**src/rtl/core/tpw_pkg.sv**
```systemverilog
// Shared constants, types and widths for the tube polynomial waveshaper.
// Used by the serial multiplier, the serial divider and the top level.
// Depends on nothing.
package tpw_pkg;

    localparam int SAMPLE_BITS = 24;
    localparam int FRAC_BITS   = SAMPLE_BITS - 1;

    localparam int AMT_W      = 10;
    localparam int CFG_DATA_W = 10;
    localparam int CFG_IDX_W  = 1;

    localparam logic [CFG_IDX_W-1:0] REG_TUBE_AMOUNT = 1'b0;
    localparam logic [CFG_IDX_W-1:0] REG_HIGH_RATE   = 1'b1;

    localparam logic [AMT_W-1:0] AMOUNT_MAX = 10'd1000;
    localparam int P_STEP   = 200;
    localparam int P_STEPS  = 5;
    localparam int P_W      = 3;

    localparam int GAIN_FRAC   = 30;
    localparam int GAIN_W      = 31;
    localparam int GAIN_INT_K  = 241179;
    localparam int GAIN_REM_K  = 808;
    localparam int ROUND_K     = 500;
    localparam int RECIP_K     = 1073742;
    localparam int RECIP_SHIFT = 30;
    localparam int N_W         = 20;
    localparam int BASE_W      = 28;
    localparam int RECIP_W     = 21;
    localparam int FRAC_Q_W    = 10;
    localparam logic [GAIN_W-1:0] GAIN_ONE = GAIN_W'(1) << GAIN_FRAC;

    localparam int SETTLE_W = 2;
    localparam logic [SETTLE_W-1:0] SETTLE_CYCLES = 2'd3;

    localparam int DIGIT_W   = 4;
    localparam int MUL_STEPS = (SAMPLE_BITS + DIGIT_W - 1) / DIGIT_W;
    localparam int MUL_B_W   = MUL_STEPS * DIGIT_W;
    localparam int MUL_A_W   = (GAIN_W > SAMPLE_BITS) ? GAIN_W : SAMPLE_BITS;
    localparam int MUL_P_W   = MUL_A_W + MUL_B_W;
    localparam int MUL_CNT_W = $clog2(MUL_STEPS + 1);

    localparam int DIV_W     = SAMPLE_BITS + 2;
    localparam int DIV_CNT_W = $clog2(DIV_W + 1);

    localparam logic [SAMPLE_BITS:0]   ONE_Q   = (SAMPLE_BITS + 1)'(1) << FRAC_BITS;
    localparam logic [SAMPLE_BITS-1:0] MAX_POS = {1'b0, {FRAC_BITS{1'b1}}};
    localparam logic [SAMPLE_BITS-1:0] MIN_NEG = {1'b1, {FRAC_BITS{1'b0}}};

    typedef struct packed {
        logic busy;
        logic done;
    } unit_status_t;

endpackage

```
**src/rtl/core/tpw_mul.sv**
```systemverilog
// Digit-serial unsigned multiplier, four multiplier bits per cycle, LSB first.
// Depends on tpw_pkg for the operand widths and the status type.
module tpw_mul (
    input  logic                          clk,
    input  logic                          rst_n,
    input  logic                          start,
    input  logic [tpw_pkg::MUL_A_W-1:0]   a,
    input  logic [tpw_pkg::MUL_B_W-1:0]   b,
    output tpw_pkg::unit_status_t         status,
    output logic [tpw_pkg::MUL_P_W-1:0]   product
);
    import tpw_pkg::*;

    logic [MUL_A_W-1:0]         a_reg;
    logic [MUL_P_W-1:0]         acc_reg;
    logic [MUL_P_W-1:0]         acc_next;
    logic [MUL_CNT_W-1:0]       cnt_reg;
    logic [MUL_CNT_W-1:0]       cnt_next;
    logic                       busy_reg;
    logic                       busy_next;
    logic                       done_reg;
    logic                       done_next;
    logic [DIGIT_W-1:0]         digit;
    logic [MUL_A_W+DIGIT_W-1:0] partial;

    // The upper part of the accumulator takes one partial product per cycle
    // while the multiplier digits shift out of the lower part.
    assign digit   = acc_reg[DIGIT_W-1:0];
    assign partial = (MUL_A_W + DIGIT_W)'(acc_reg[MUL_P_W-1 -: MUL_A_W])
                   + (MUL_A_W + DIGIT_W)'(a_reg) * (MUL_A_W + DIGIT_W)'(digit);

    always_comb
    begin
        acc_next  = acc_reg;
        cnt_next  = cnt_reg;
        busy_next = busy_reg;
        done_next = 1'b0;
        if (start)
        begin
            acc_next  = {{MUL_A_W{1'b0}}, b};
            cnt_next  = MUL_CNT_W'(MUL_STEPS);
            busy_next = 1'b1;
        end
        else if (busy_reg)
        begin
            acc_next = {partial, acc_reg[MUL_B_W-1:DIGIT_W]};
            cnt_next = cnt_reg - MUL_CNT_W'(1);
            if (cnt_reg == MUL_CNT_W'(1))
            begin
                busy_next = 1'b0;
                done_next = 1'b1;
            end
        end
    end

    always_ff @(posedge clk or negedge rst_n)
    begin
        if (!rst_n)
        begin
            cnt_reg  <= '0;
            busy_reg <= 1'b0;
            done_reg <= 1'b0;
        end
        else
        begin
            cnt_reg  <= cnt_next;
            busy_reg <= busy_next;
            done_reg <= done_next;
        end
    end

    always_ff @(posedge clk)
    begin
        acc_reg <= acc_next;
        if (start)
        begin
            a_reg <= a;
        end
    end

    assign status.busy = busy_reg;
    assign status.done = done_reg;
    assign product     = acc_reg;

endmodule

```
**src/rtl/core/tpw_div.sv**
```systemverilog
// Bit-serial restoring divider for a wide numerator and a small divisor.
// Depends on tpw_pkg for the widths and the status type.
module tpw_div (
    input  logic                        clk,
    input  logic                        rst_n,
    input  logic                        start,
    input  logic [tpw_pkg::DIV_W-1:0]   numer,
    input  logic [tpw_pkg::P_W-1:0]     denom,
    output tpw_pkg::unit_status_t       status,
    output logic [tpw_pkg::DIV_W-1:0]   quotient
);
    import tpw_pkg::*;

    logic [DIV_W-1:0]     quo_reg;
    logic [DIV_W-1:0]     quo_next;
    logic [P_W-1:0]       rem_reg;
    logic [P_W-1:0]       rem_next;
    logic [P_W-1:0]       den_reg;
    logic [DIV_CNT_W-1:0] cnt_reg;
    logic [DIV_CNT_W-1:0] cnt_next;
    logic                 busy_reg;
    logic                 busy_next;
    logic                 done_reg;
    logic                 done_next;
    logic [P_W:0]         trial;
    logic [P_W:0]         diff;

    assign trial = {rem_reg, quo_reg[DIV_W-1]};
    assign diff  = trial - {1'b0, den_reg};

    always_comb
    begin
        quo_next  = quo_reg;
        rem_next  = rem_reg;
        cnt_next  = cnt_reg;
        busy_next = busy_reg;
        done_next = 1'b0;
        if (start)
        begin
            quo_next  = numer;
            rem_next  = '0;
            cnt_next  = DIV_CNT_W'(DIV_W);
            busy_next = 1'b1;
        end
        else if (busy_reg)
        begin
            if (trial >= {1'b0, den_reg})
            begin
                rem_next = diff[P_W-1:0];
                quo_next = {quo_reg[DIV_W-2:0], 1'b1};
            end
            else
            begin
                rem_next = trial[P_W-1:0];
                quo_next = {quo_reg[DIV_W-2:0], 1'b0};
            end
            cnt_next = cnt_reg - DIV_CNT_W'(1);
            if (cnt_reg == DIV_CNT_W'(1))
            begin
                busy_next = 1'b0;
                done_next = 1'b1;
            end
        end
    end

    always_ff @(posedge clk or negedge rst_n)
    begin
        if (!rst_n)
        begin
            cnt_reg  <= '0;
            busy_reg <= 1'b0;
            done_reg <= 1'b0;
        end
        else
        begin
            cnt_reg  <= cnt_next;
            busy_reg <= busy_next;
            done_reg <= done_next;
        end
    end

    always_ff @(posedge clk)
    begin
        quo_reg <= quo_next;
        rem_reg <= rem_next;
        if (start)
        begin
            den_reg <= denom;
        end
    end

    assign status.busy = busy_reg;
    assign status.done = done_reg;
    assign quotient    = quo_reg;

endmodule

```
**src/rtl/core/tube_polynomial_waveshaper_top.sv**
```systemverilog
// Top level of the tube polynomial waveshaper: registers, gain set-up, sequencer.
// Depends on tpw_pkg, tpw_mul and tpw_div.
// From input transfer to output valid a sample passes the gain product, p power products
// (p = 1..6 from tube_amount), two serial divisions and the output register. One sample is
// in work at a time: a new input is taken only after the last one is loaded for output.
// Reset clears the configuration registers, sequencer state and sample history; input waits
// after reset or a tube_amount write while the gain pipeline settles.
module tube_polynomial_waveshaper_top (
    input  logic                                 clk,
    input  logic                                 rst_n,
    input  logic                                 cfg_we,
    input  logic [tpw_pkg::CFG_IDX_W-1:0]        cfg_index,
    input  logic [tpw_pkg::CFG_DATA_W-1:0]       cfg_data,
    input  logic                                 in_valid,
    output logic                                 in_stall,
    input  logic signed [tpw_pkg::SAMPLE_BITS-1:0] in_sample,
    input  logic                                 frame_last,
    output logic                                 out_valid,
    input  logic                                 out_stall,
    output logic signed [tpw_pkg::SAMPLE_BITS-1:0] out_sample,
    output logic                                 out_frame_last
);
    import tpw_pkg::*;

    typedef enum logic [5:0] {
        ST_IDLE  = 6'b000001,
        ST_GAIN  = 6'b000010,
        ST_POW   = 6'b000100,
        ST_DIV_T = 6'b001000,
        ST_DIV_S = 6'b010000,
        ST_OUT   = 6'b100000
    } state_t;

    state_t                   state_reg;
    state_t                   state_next;

    logic [AMT_W-1:0]         tube_amount_reg;
    logic                     high_rate_mode_reg;
    logic [SETTLE_W-1:0]      settle_reg;
    logic [SETTLE_W-1:0]      settle_next;

    logic [AMT_W-1:0]         amt_c;
    logic [AMT_W-1:0]         amt_rest;
    logic [P_W-1:0]           p_calc;
    logic [N_W-1:0]           round_num_reg;
    logic [BASE_W-1:0]        base_reg;
    logic [BASE_W-1:0]        base2_reg;
    logic [N_W+RECIP_W-1:0]   recip_prod;
    logic [FRAC_Q_W-1:0]      frac_q_reg;
    logic [GAIN_W-1:0]        gain_reg;
    logic [P_W-1:0]           p_reg;
    logic [P_W-1:0]           p_plus;

    logic [SAMPLE_BITS-1:0]   prior_input_reg;
    logic [SAMPLE_BITS-1:0]   prior_shaped_reg;
    logic [SAMPLE_BITS:0]     sum_in;
    logic [SAMPLE_BITS-1:0]   x_avg;
    logic [SAMPLE_BITS-1:0]   x_mag;
    logic                     in_xfer;

    logic                     neg_reg;
    logic                     frame_reg;
    logic [SAMPLE_BITS-1:0]   mag_reg;
    logic [P_W-1:0]           pow_cnt_reg;
    logic [P_W-1:0]           pow_cnt_next;
    logic [SAMPLE_BITS-1:0]   sat_reg;

    logic [SAMPLE_BITS:0]     gain_q;
    logic [SAMPLE_BITS:0]     gain_q_adj;
    logic [SAMPLE_BITS-1:0]   mag_clamp;
    logic [SAMPLE_BITS-1:0]   pw;
    logic [SAMPLE_BITS-1:0]   mag_diff;
    logic [DIV_W-1:0]         scaled_diff;
    logic [SAMPLE_BITS-1:0]   s_sat;
    logic [SAMPLE_BITS:0]     sum_out;
    logic [SAMPLE_BITS-1:0]   out_value;

    logic                     out_valid_reg;
    logic                     out_valid_next;
    logic signed [SAMPLE_BITS-1:0] out_sample_reg;
    logic                     out_frame_last_reg;
    logic                     out_free;
    logic                     out_load;
    logic                     mag_load;
    logic                     sat_load;

    logic                     mul_start;
    logic [MUL_A_W-1:0]       mul_a;
    logic [MUL_B_W-1:0]       mul_b;
    unit_status_t             mul_status;
    logic [MUL_P_W-1:0]       mul_product;

    logic                     div_start;
    logic [DIV_W-1:0]         div_numer;
    logic [P_W-1:0]           div_denom;
    unit_status_t             div_status;
    logic [DIV_W-1:0]         div_quot;

    tpw_mul u_mul (
        .clk     (clk),
        .rst_n   (rst_n),
        .start   (mul_start),
        .a       (mul_a),
        .b       (mul_b),
        .status  (mul_status),
        .product (mul_product)
    );

    tpw_div u_div (
        .clk      (clk),
        .rst_n    (rst_n),
        .start    (div_start),
        .numer    (div_numer),
        .denom    (div_denom),
        .status   (div_status),
        .quotient (div_quot)
    );

    // Configuration registers and the settling count for the gain pipeline.
    always_comb
    begin
        settle_next = settle_reg;
        if (cfg_we && (cfg_index == REG_TUBE_AMOUNT))
        begin
            settle_next = SETTLE_CYCLES;
        end
        else if (settle_reg != '0)
        begin
            settle_next = settle_reg - SETTLE_W'(1);
        end
    end

    always_ff @(posedge clk or negedge rst_n)
    begin
        if (!rst_n)
        begin
            tube_amount_reg    <= '0;
            high_rate_mode_reg <= 1'b0;
            settle_reg         <= SETTLE_CYCLES;
        end
        else
        begin
            settle_reg <= settle_next;
            if (cfg_we)
            begin
                unique case (cfg_index)
                    REG_TUBE_AMOUNT: tube_amount_reg    <= cfg_data[AMT_W-1:0];
                    REG_HIGH_RATE:   high_rate_mode_reg <= cfg_data[0];
                    default:         ;
                endcase
            end
        end
    end

    // Gain set-up: the fraction is amount times 241179 plus a rounded
    // (amount * 808 + 500) / 1000, the division done by a reciprocal product.
    always_comb
    begin
        amt_c    = (tube_amount_reg > AMOUNT_MAX) ? AMOUNT_MAX : tube_amount_reg;
        amt_rest = AMOUNT_MAX - amt_c;
        p_calc   = P_W'(1);
        for (int k = 1; k <= P_STEPS; k++)
        begin
            if (amt_rest >= AMT_W'(k * P_STEP))
            begin
                p_calc = p_calc + P_W'(1);
            end
        end
    end

    assign recip_prod = (N_W + RECIP_W)'(round_num_reg) * (N_W + RECIP_W)'(RECIP_K);

    always_ff @(posedge clk)
    begin
        round_num_reg <= N_W'(amt_c) * N_W'(GAIN_REM_K) + N_W'(ROUND_K);
        base_reg      <= BASE_W'(amt_c) * BASE_W'(GAIN_INT_K);
        p_reg         <= p_calc;
        base2_reg     <= base_reg;
        frac_q_reg    <= recip_prod[RECIP_SHIFT +: FRAC_Q_W];
        gain_reg      <= GAIN_ONE + GAIN_W'(base2_reg) + GAIN_W'(frac_q_reg);
    end

    assign p_plus = p_reg + P_W'(1);

    // Input side: optional averaging with the previous input, then magnitude.
    assign in_stall = (state_reg != ST_IDLE) || (settle_reg != '0);
    assign in_xfer  = in_valid && !in_stall;
    assign sum_in   = {in_sample[SAMPLE_BITS-1], in_sample}
                    + {prior_input_reg[SAMPLE_BITS-1], prior_input_reg};
    assign x_avg    = high_rate_mode_reg ? sum_in[SAMPLE_BITS:1] : in_sample;
    assign x_mag    = x_avg[SAMPLE_BITS-1] ? (~x_avg + SAMPLE_BITS'(1)) : x_avg;

    // Gain product on the magnitude: negative values round up in magnitude,
    // which is the floor of the signed value, then clamp to one.
    assign gain_q     = mul_product[GAIN_FRAC +: (SAMPLE_BITS + 1)];
    assign gain_q_adj = gain_q
                      + (SAMPLE_BITS + 1)'(neg_reg && (|mul_product[GAIN_FRAC-1:0]));
    assign mag_clamp  = (gain_q_adj > ONE_Q) ? ONE_Q[SAMPLE_BITS-1:0]
                                             : gain_q_adj[SAMPLE_BITS-1:0];

    assign pw          = mul_product[FRAC_BITS +: SAMPLE_BITS];
    assign mag_diff    = mag_reg - div_quot[SAMPLE_BITS-1:0];
    assign scaled_diff = DIV_W'(mag_diff) * DIV_W'(p_plus);

    always_comb
    begin
        if (neg_reg)
        begin
            s_sat = (div_quot > DIV_W'(ONE_Q)) ? MIN_NEG
                                               : (~div_quot[SAMPLE_BITS-1:0] + SAMPLE_BITS'(1));
        end
        else
        begin
            s_sat = (div_quot > DIV_W'(MAX_POS)) ? MAX_POS : div_quot[SAMPLE_BITS-1:0];
        end
    end

    assign sum_out   = {sat_reg[SAMPLE_BITS-1], sat_reg}
                     + {prior_shaped_reg[SAMPLE_BITS-1], prior_shaped_reg};
    assign out_value = high_rate_mode_reg ? sum_out[SAMPLE_BITS:1] : sat_reg;
    assign out_free  = !out_valid_reg || !out_stall;

    // Sequencer.
    always_comb
    begin
        state_next   = state_reg;
        pow_cnt_next = pow_cnt_reg;
        mul_start    = 1'b0;
        mul_a        = '0;
        mul_b        = '0;
        div_start    = 1'b0;
        div_numer    = '0;
        div_denom    = '0;
        mag_load     = 1'b0;
        sat_load     = 1'b0;
        out_load     = 1'b0;
        unique case (state_reg)
            ST_IDLE:
            begin
                if (in_xfer)
                begin
                    mul_start  = 1'b1;
                    mul_a      = MUL_A_W'(gain_reg);
                    mul_b      = MUL_B_W'(x_mag);
                    state_next = ST_GAIN;
                end
            end
            ST_GAIN:
            begin
                if (mul_status.done)
                begin
                    mag_load     = 1'b1;
                    mul_start    = 1'b1;
                    mul_a        = MUL_A_W'(mag_clamp);
                    mul_b        = MUL_B_W'(mag_clamp);
                    pow_cnt_next = P_W'(1);
                    state_next   = ST_POW;
                end
            end
            ST_POW:
            begin
                if (mul_status.done)
                begin
                    if (pow_cnt_reg == p_reg)
                    begin
                        div_start  = 1'b1;
                        div_numer  = DIV_W'(pw);
                        div_denom  = p_plus;
                        state_next = ST_DIV_T;
                    end
                    else
                    begin
                        mul_start    = 1'b1;
                        mul_a        = MUL_A_W'(pw);
                        mul_b        = MUL_B_W'(mag_reg);
                        pow_cnt_next = pow_cnt_reg + P_W'(1);
                    end
                end
            end
            ST_DIV_T:
            begin
                if (div_status.done)
                begin
                    div_start  = 1'b1;
                    div_numer  = scaled_diff;
                    div_denom  = p_reg;
                    state_next = ST_DIV_S;
                end
            end
            ST_DIV_S:
            begin
                if (div_status.done)
                begin
                    sat_load   = 1'b1;
                    state_next = ST_OUT;
                end
            end
            ST_OUT:
            begin
                if (out_free)
                begin
                    out_load   = 1'b1;
                    state_next = ST_IDLE;
                end
            end
            default:
            begin
                state_next = ST_IDLE;
            end
        endcase
    end

    always_comb
    begin
        out_valid_next = out_valid_reg;
        if (out_load)
        begin
            out_valid_next = 1'b1;
        end
        else if (out_valid_reg && !out_stall)
        begin
            out_valid_next = 1'b0;
        end
    end

    always_ff @(posedge clk or negedge rst_n)
    begin
        if (!rst_n)
        begin
            state_reg        <= ST_IDLE;
            out_valid_reg    <= 1'b0;
            pow_cnt_reg      <= '0;
            prior_input_reg  <= '0;
            prior_shaped_reg <= '0;
        end
        else
        begin
            state_reg     <= state_next;
            out_valid_reg <= out_valid_next;
            pow_cnt_reg   <= pow_cnt_next;
            if (in_xfer && high_rate_mode_reg)
            begin
                prior_input_reg <= in_sample;
            end
            if (out_load && high_rate_mode_reg)
            begin
                prior_shaped_reg <= sat_reg;
            end
        end
    end

    always_ff @(posedge clk)
    begin
        if (in_xfer)
        begin
            neg_reg   <= x_avg[SAMPLE_BITS-1];
            frame_reg <= frame_last;
        end
        if (mag_load)
        begin
            mag_reg <= mag_clamp;
        end
        if (sat_load)
        begin
            sat_reg <= s_sat;
        end
        if (out_load)
        begin
            out_sample_reg     <= $signed(out_value);
            out_frame_last_reg <= frame_reg;
        end
    end

    assign out_valid      = out_valid_reg;
    assign out_sample     = out_sample_reg;
    assign out_frame_last = out_frame_last_reg;

endmodule
```
**config.mk**
```make
export PLATFORM = sky130hd
export DESIGN_NAME = tube_polynomial_waveshaper_top
export DESIGN_NICKNAME = d
export VERILOG_FILES = /design/src/rtl/core/tpw_pkg.sv /design/src/rtl/core/tpw_mul.sv /design/src/rtl/core/tpw_div.sv /design/src/rtl/core/tube_polynomial_waveshaper_top.sv
export SDC_FILE = /design/constraint.sdc
export NUM_CORES = 2
export LEC_CHECK = 0
export BUFFER_PORTS_ARGS = -buffer_cell sky130_fd_sc_hd__buf_4
export CAP_MARGIN = 30
export CORE_MARGIN = 2
export CORE_UTILIZATION = 45
export DETAILED_ROUTE_END_ITERATION = 8
export PLACE_DENSITY_LB_ADDON = 0.1
export REMOVE_ABC_BUFFERS = 1
export SLEW_MARGIN = 20
export SYNTH_ARGS = -nofsm -noshare
export SYNTH_HDL_FRONTEND = slang
export SYNTH_SLANG_ARGS = --single-unit
```
**constraint.sdc**
```tcl
create_clock -name clk -period 7.19 [get_ports clk]
set_input_delay 2.157 -clock clk [delete_from_list [all_inputs] [get_ports clk]]
set_output_delay 2.157 -clock clk [all_outputs]
set_load 0.05 [all_outputs]
```
## Yosys cells after proc, flatten, opt, wreduce, memory -nomap -nowiden

Index checks and enable logic that the tools add are counted.

| storage, ports and cells | value |
|---|---|
| flip-flop bits (word level) | 396 |
| latch bits | 0 |
| RAM bits | 0 |
| memory bits (read-only) | 0 |
| input port bits | 41 |
| output and inout bits | 27 |
| logic and storage cells | 193 |
| memories | 0 |

| operators by class | value |
|---|---|
| add/sub/neg operators | 21 |
| multipliers | 5 |
| divide/modulo/power cells | 0 |
| $lt $le $gt $ge | 10 |
| eq/ne operators | 18 |
| shift-type cells | 0 |
| multiplexer cells | 82 |
| bitwise operators | 3 |
| reduce and logical (&&, ||, !) cells | 22 |

Operators with widths:

| cell | count |
|---|---|
| $mux 24 | 18 |
| $pmux 31 s3 | 1 |
| $mux 26 | 3 |
| $pmux 24 s3 | 1 |
| $pmux 26 s2 | 1 |
| $add 24x24->25 | 2 |
| $add 24x1->24 const B | 2 |
| $not 24->24 | 2 |
| $mux 6 | 7 |
| $mul 20x20->39 const B | 1 |
| $mux 3 | 13 |
| $pmux 6 s6 | 1 |
| $add 31x35->35 | 1 |
| $mul 31x4->35 | 1 |
| $add 31x10->31 | 1 |
| $add 31x28->31 const A | 1 |
| $mux 31 | 1 |
| $ge 10x10->1 const B | 3 |
| $reduce_or 30->1 | 1 |
| $mul 10x18->28 const B | 1 |
| $gt 26x23->1 const B | 1 |
| $gt 26x24->1 const B | 1 |
| $mul 24x3->26 | 1 |
| $mux 1 | 26 |
| other kinds (41) | 70 |

## Logic depth before layout (Yosys ltp)

| logic depth | value |
|---|---|
| word-level depth | 13 |
| gate-level depth with buffers | 28 |
| mapped depth without buffers | 28 |

## Cells and area by module

From an unflattened synthesis, not the netlist that was laid out.

| second synthesis, totals | value |
|---|---|
| cell total of the unflattened synthesis | 3902 |
| area, all modules | 36662.7 sq um |

Modules (own cells, without submodules):

| module | instances | cells an instance | area an instance (sq um) | sequential area each (sq um) |
|---|---|---|---|---|
| tube_polynomial_waveshaper_top | 1 | 2938 | 26643.1 | 6314.8 |
| tpw_mul | 1 | 839 | 8220.4 | 2397.3 |
| tpw_div | 1 | 125 | 1799.2 | 1106.1 |

## Least setup slack after synthesis

No wires, ideal clock.

| timing | value |
|---|---|
| kind | register to register |
| start point | register tube_amount_reg[2] |
| end point | register base_reg[24] |
| library setup time | 0.127 ns |
| data arrival time | 5.962 ns |
| required time | 7.063 ns |
| path slack | 1.101 ns |
| cell stages (with the launch flop) | 25 |
| buffers on the path | 2 |
| clock period less this slack | 6.089 ns |
| path through | dfrtp_1 > clkbuf_1 > o31ai_1 > a21o_1 > buf_2 > nand2b_1 > fa_1 > inv_1 > ha_1 > fa_1 > inv_1 > fa_1 > inv_1 > fa_1 > ha_1 > a21o_1 > a21o_1 > a21o_1 > o311a_1 > o21a_1 > o21a_1 > o41a_1 > a21oi_1 > o21ai_0 > xor2_1 |

| on the way | value |
|---|---|
| word-level cells in the longest chain between the ends | 3 |

Ends and longest elaborated chain:

| item | line | text |
|---|---|---|
| start, declared | tube_polynomial_waveshaper_top.sv:37 | `logic [AMT_W-1:0] tube_amount_reg;` |
| start signal, assigned | tube_polynomial_waveshaper_top.sv:147 | `REG_TUBE_AMOUNT: tube_amount_reg <= cfg_data[AMT_W-1:0];` |
| $gt 10x10->1 | tube_polynomial_waveshaper_top.sv:159 | `amt_c = (tube_amount_reg > AMOUNT_MAX) ? AMOUNT_MAX : tube_amount_reg;` |
| $mux 10 * | tube_polynomial_waveshaper_top.sv:159 |  |
| $mul 10x18->28 * | tube_polynomial_waveshaper_top.sv:176 | `base_reg <= BASE_W'(amt_c) * BASE_W'(GAIN_INT_K);` |
| end signal, assigned | tube_polynomial_waveshaper_top.sv:176 |  |
| end, declared | tube_polynomial_waveshaper_top.sv:46 | `logic [BASE_W-1:0] base_reg;` |

Mark *: on every way between the ends. The rest lies on a longest branch, timed or not.
A chain may end at the register's enable or synchronous reset.

## Worst setup path in the final report

| timing | value |
|---|---|
| start point | register tube_amount_reg[2] |
| end point | register base_reg[26] |

Same word-level chain as after synthesis.

==> impl_metrics.py <==
metrics = {
    "routing": {
        "drt_wl_total_um": 95920,
        "wl_per_cell_um": 19.54,
        "ant_nets": 0,
        "vias_per_cell": 5.460,
        "vias": 26810,
        "firstDrtPassIters": 6,
        "drcViolationCount": 0,
        "first_iter_violations": 1917,
    },
    "cts": {
        "clk_latency_ns": 0.60,
        "cts.clk_slew.worst_paths_ns": 0.06,
        "ctsHoldBuffers": 0,
        "cts_resized": 0,
        "htree_levels": 2,
        "cts_buffers": 47,
        "postCtsSetupRepairBufs": 0,
        "cts_buffer_depth": 3,
        "clock_sinks": 389,
        "cts_tree": "built",
        "root_buffer": "clkbuf_16",
    },
    "synth": {
        "synth_warnings": 0,
        "async_flop_share_pct": 21.34,
        "netlist_area_um2": 35750,
        "synth-seq-cells": 389,
        "yosysTopAreaCellShare_pct": 16.00,
        "postSynthAreaPerCell_um2": 9.477,
        "synth_edf_count": 158,
        "syn_inst": 3772,
        "synth_ff_type": "edfxtp_1",
        "synth_area_leaders": "ha_1, fa_1, edfxtp_1, dfxtp_1, dfrtp_1",
        "synth_cell_types": 90,
        "yosys.area.top_type": "ha_1",
        "yosysSeqAreaShare_pct": 27.38,
    },
    "timing": {
        "period_minus_slack_ns": 6.541,
        "fmax_mhz": 152.9,
        "skew_ns": 0.02406,
        "max_slew.worst_pin.slew_ns": 0.9411,
        "rsz0062_at_grt": "false",
        "setup_viol": 0,
        "slew_headroom_pct": 36.46,
        "final-max-slew-violation-count": 0,
        "finalHoldViolCount": 0,
        "fin_crit_sh_pct": 90.98,
    },
    "layout": {
        "syn_to_final_growth_pct": 9.335,
        "multiInputGateArea_um2": 23670,
        "fillers": 7555,
        "nets": 4565,
        "final_cells": 4910,
        "final_cell_mix": "inv_1, ha_1, nand2_1",
        "design_area_um2": 39080,
        "final_common_cell": "inv_1",
        "drive_gt1_share_pct": 7.854,
        "largest_register_ffs": 55,
        "seq_area_um2": 9789,
        "finalCoreUtilization_pct": 49.55,
    },
    "die": {
        "core_area_um2": 78870,
        "start_util_pct": 45.32,
        "die_w_um": 285.8,
        "ioPinCount": 68,
        "die_h_um": 285.8,
        "fp-row-count": 103,
        "dieArea_um2": 81710,
    },
    "place": {
        "dpl_cell_area_um2": 37480,
        "io_buffers": 67,
        "placed_cells": 4822,
        "gp_congestion": 0.8958,
        "hpwl_um": 78160,
    },
    "grt": {
        "grt_pass1_vias": 26144,
        "track_usage_pct": 23.70,
        "overflow": 0,
        "grt_max_degree": 54,
        "antenna_found_initial": 5,
        "grt_first_pass_wirelength_um": 152400,
    },
    "critical_path": {
        "required_ns": 7.71,
        "rrSetupSlack_ns": 0.65,
        "start_kind": "register",
        "arrival_ns": 7.06,
        "crit_fanout": 10,
        "crit_type": "reg2reg",
        "endpoint_kind": "register",
    },
    "outcome": {
        "outcome": "finished clean",
    },
    "worst_hold_path": {
        "hold_class": "reg2reg",
    },
    "run": {
        "drv_cap": 0,
    },
}
-- cell type report --
cell class                 count  area share, %
clock buffer                  55          3.192
timing repair buffer         113          2.190
tap                         1050          3.361
multi-input combinational   2776          60.56
clock inverter                31         0.8932
inverter                     494          4.744
sequential                   389          25.05
antenna                        2        0.01281
-- synth_stat cells (12+ instances only) --
cell,number
inv_1,490
ha_1,457
nand2_1,345
fa_1,246
nor2_1,204
o21ai_0,178
xnor2_1,161
edfxtp_1,158
a21oi_1,149
dfxtp_1,148
xor2_1,97
clkbuf_1,90
a21o_1,87
dfrtp_1,80
nor3_1,72
mux2_2,68
and2_1,62
nand2b_1,55
nand3_1,52
and3_1,34
mux2i_1,33
nor2b_1,30
o21a_1,28
a221oi_1,27
a31oi_1,26
nand4_1,26
o21bai_1,25
a211oi_1,23
a221o_1,23
nor4_1,23
a22oi_1,22
o311ai_0,19
o31ai_1,17
or3_1,15
o211ai_1,13
nor3b_1,12
or2_2,12
-- path summary, 6_finish.rpt --
check                              startpoint             endpoint  cells after the start
setup / recovery           tube_amount_reg[2]         base_reg[26]                     22
hold / removal                   base_reg[14]        base2_reg[14]                      0
setup reg to reg           tube_amount_reg[2]         base_reg[26]                     22
hold reg to reg                  base_reg[14]        base2_reg[14]                      0
max in group asynchronous               rst_n  prior_shaped_reg[4]                      2
min in group asynchronous               rst_n       u_mul.busy_reg                      1
-- cell families after synthesis --
kind of cell	count (synthesis)	share of synthesized area, %
AOI/OAI and AO/OA	733	13.73
xor gates and xnor gates	258	6.321
adders and majority gates	703	29.77
buffers and inverters	607	6.472
DFF	389	27.38
muxes	101	3.066
and+or+nand+nor	981	13.26
-- per-layer routing --
| metal | up-vias | GRT usage (%) | part of all wire [%] |
|---|---|---|---|
| met5 | - | 0 | 0.014 |
| met4 | 2 | 4.437 | 1.7 |
| met3 | 105 | 3.062 | 5.8 |
| met2 | 694 | 34.93 | 41 |
| met1 | 12877 | 37.02 | 51 |
| li1 | 13132 | - | - |
-- worst max-delay path, stage by stage, from the launching register on --
cell	delay [ns]
dfrtp_1	0.48
o31ai_1	0.37
a21o_1	0.33
nand2b_1	0.30
fa_1	0.61
inv_1	0.07
ha_1	0.32
fa_1	0.36
inv_1	0.08
fa_1	0.41
inv_1	0.08
fa_1	0.43
ha_1	0.37
a21o_1	0.19
a21o_1	0.17
a21o_1	0.20
o311a_1	0.36
o21a_1	0.20
o21a_1	0.21
o41a_1	0.35
a31o_2	0.25
a21oi_1	0.18
xnor2_1	0.14
-- per-stage QoR --
step	setup TNS [ns]	setup slack, ns	hold slack, ns
3_3_place_gp	0	0.7555	0.3120
3_5_place_dp	0	0.7160	0.3121
5_1_grt	0	0.3017	0.3128
2_1_floorplan	-28.38	-0.7621	0.3096
6_report	0	0.6485	0.3085
4_1_cts	0	0.6752	0.3121
Power is left out: the tool's default activity adds up to more than one toggle a clock period on the data nets, which glitch-free logic cannot reach.
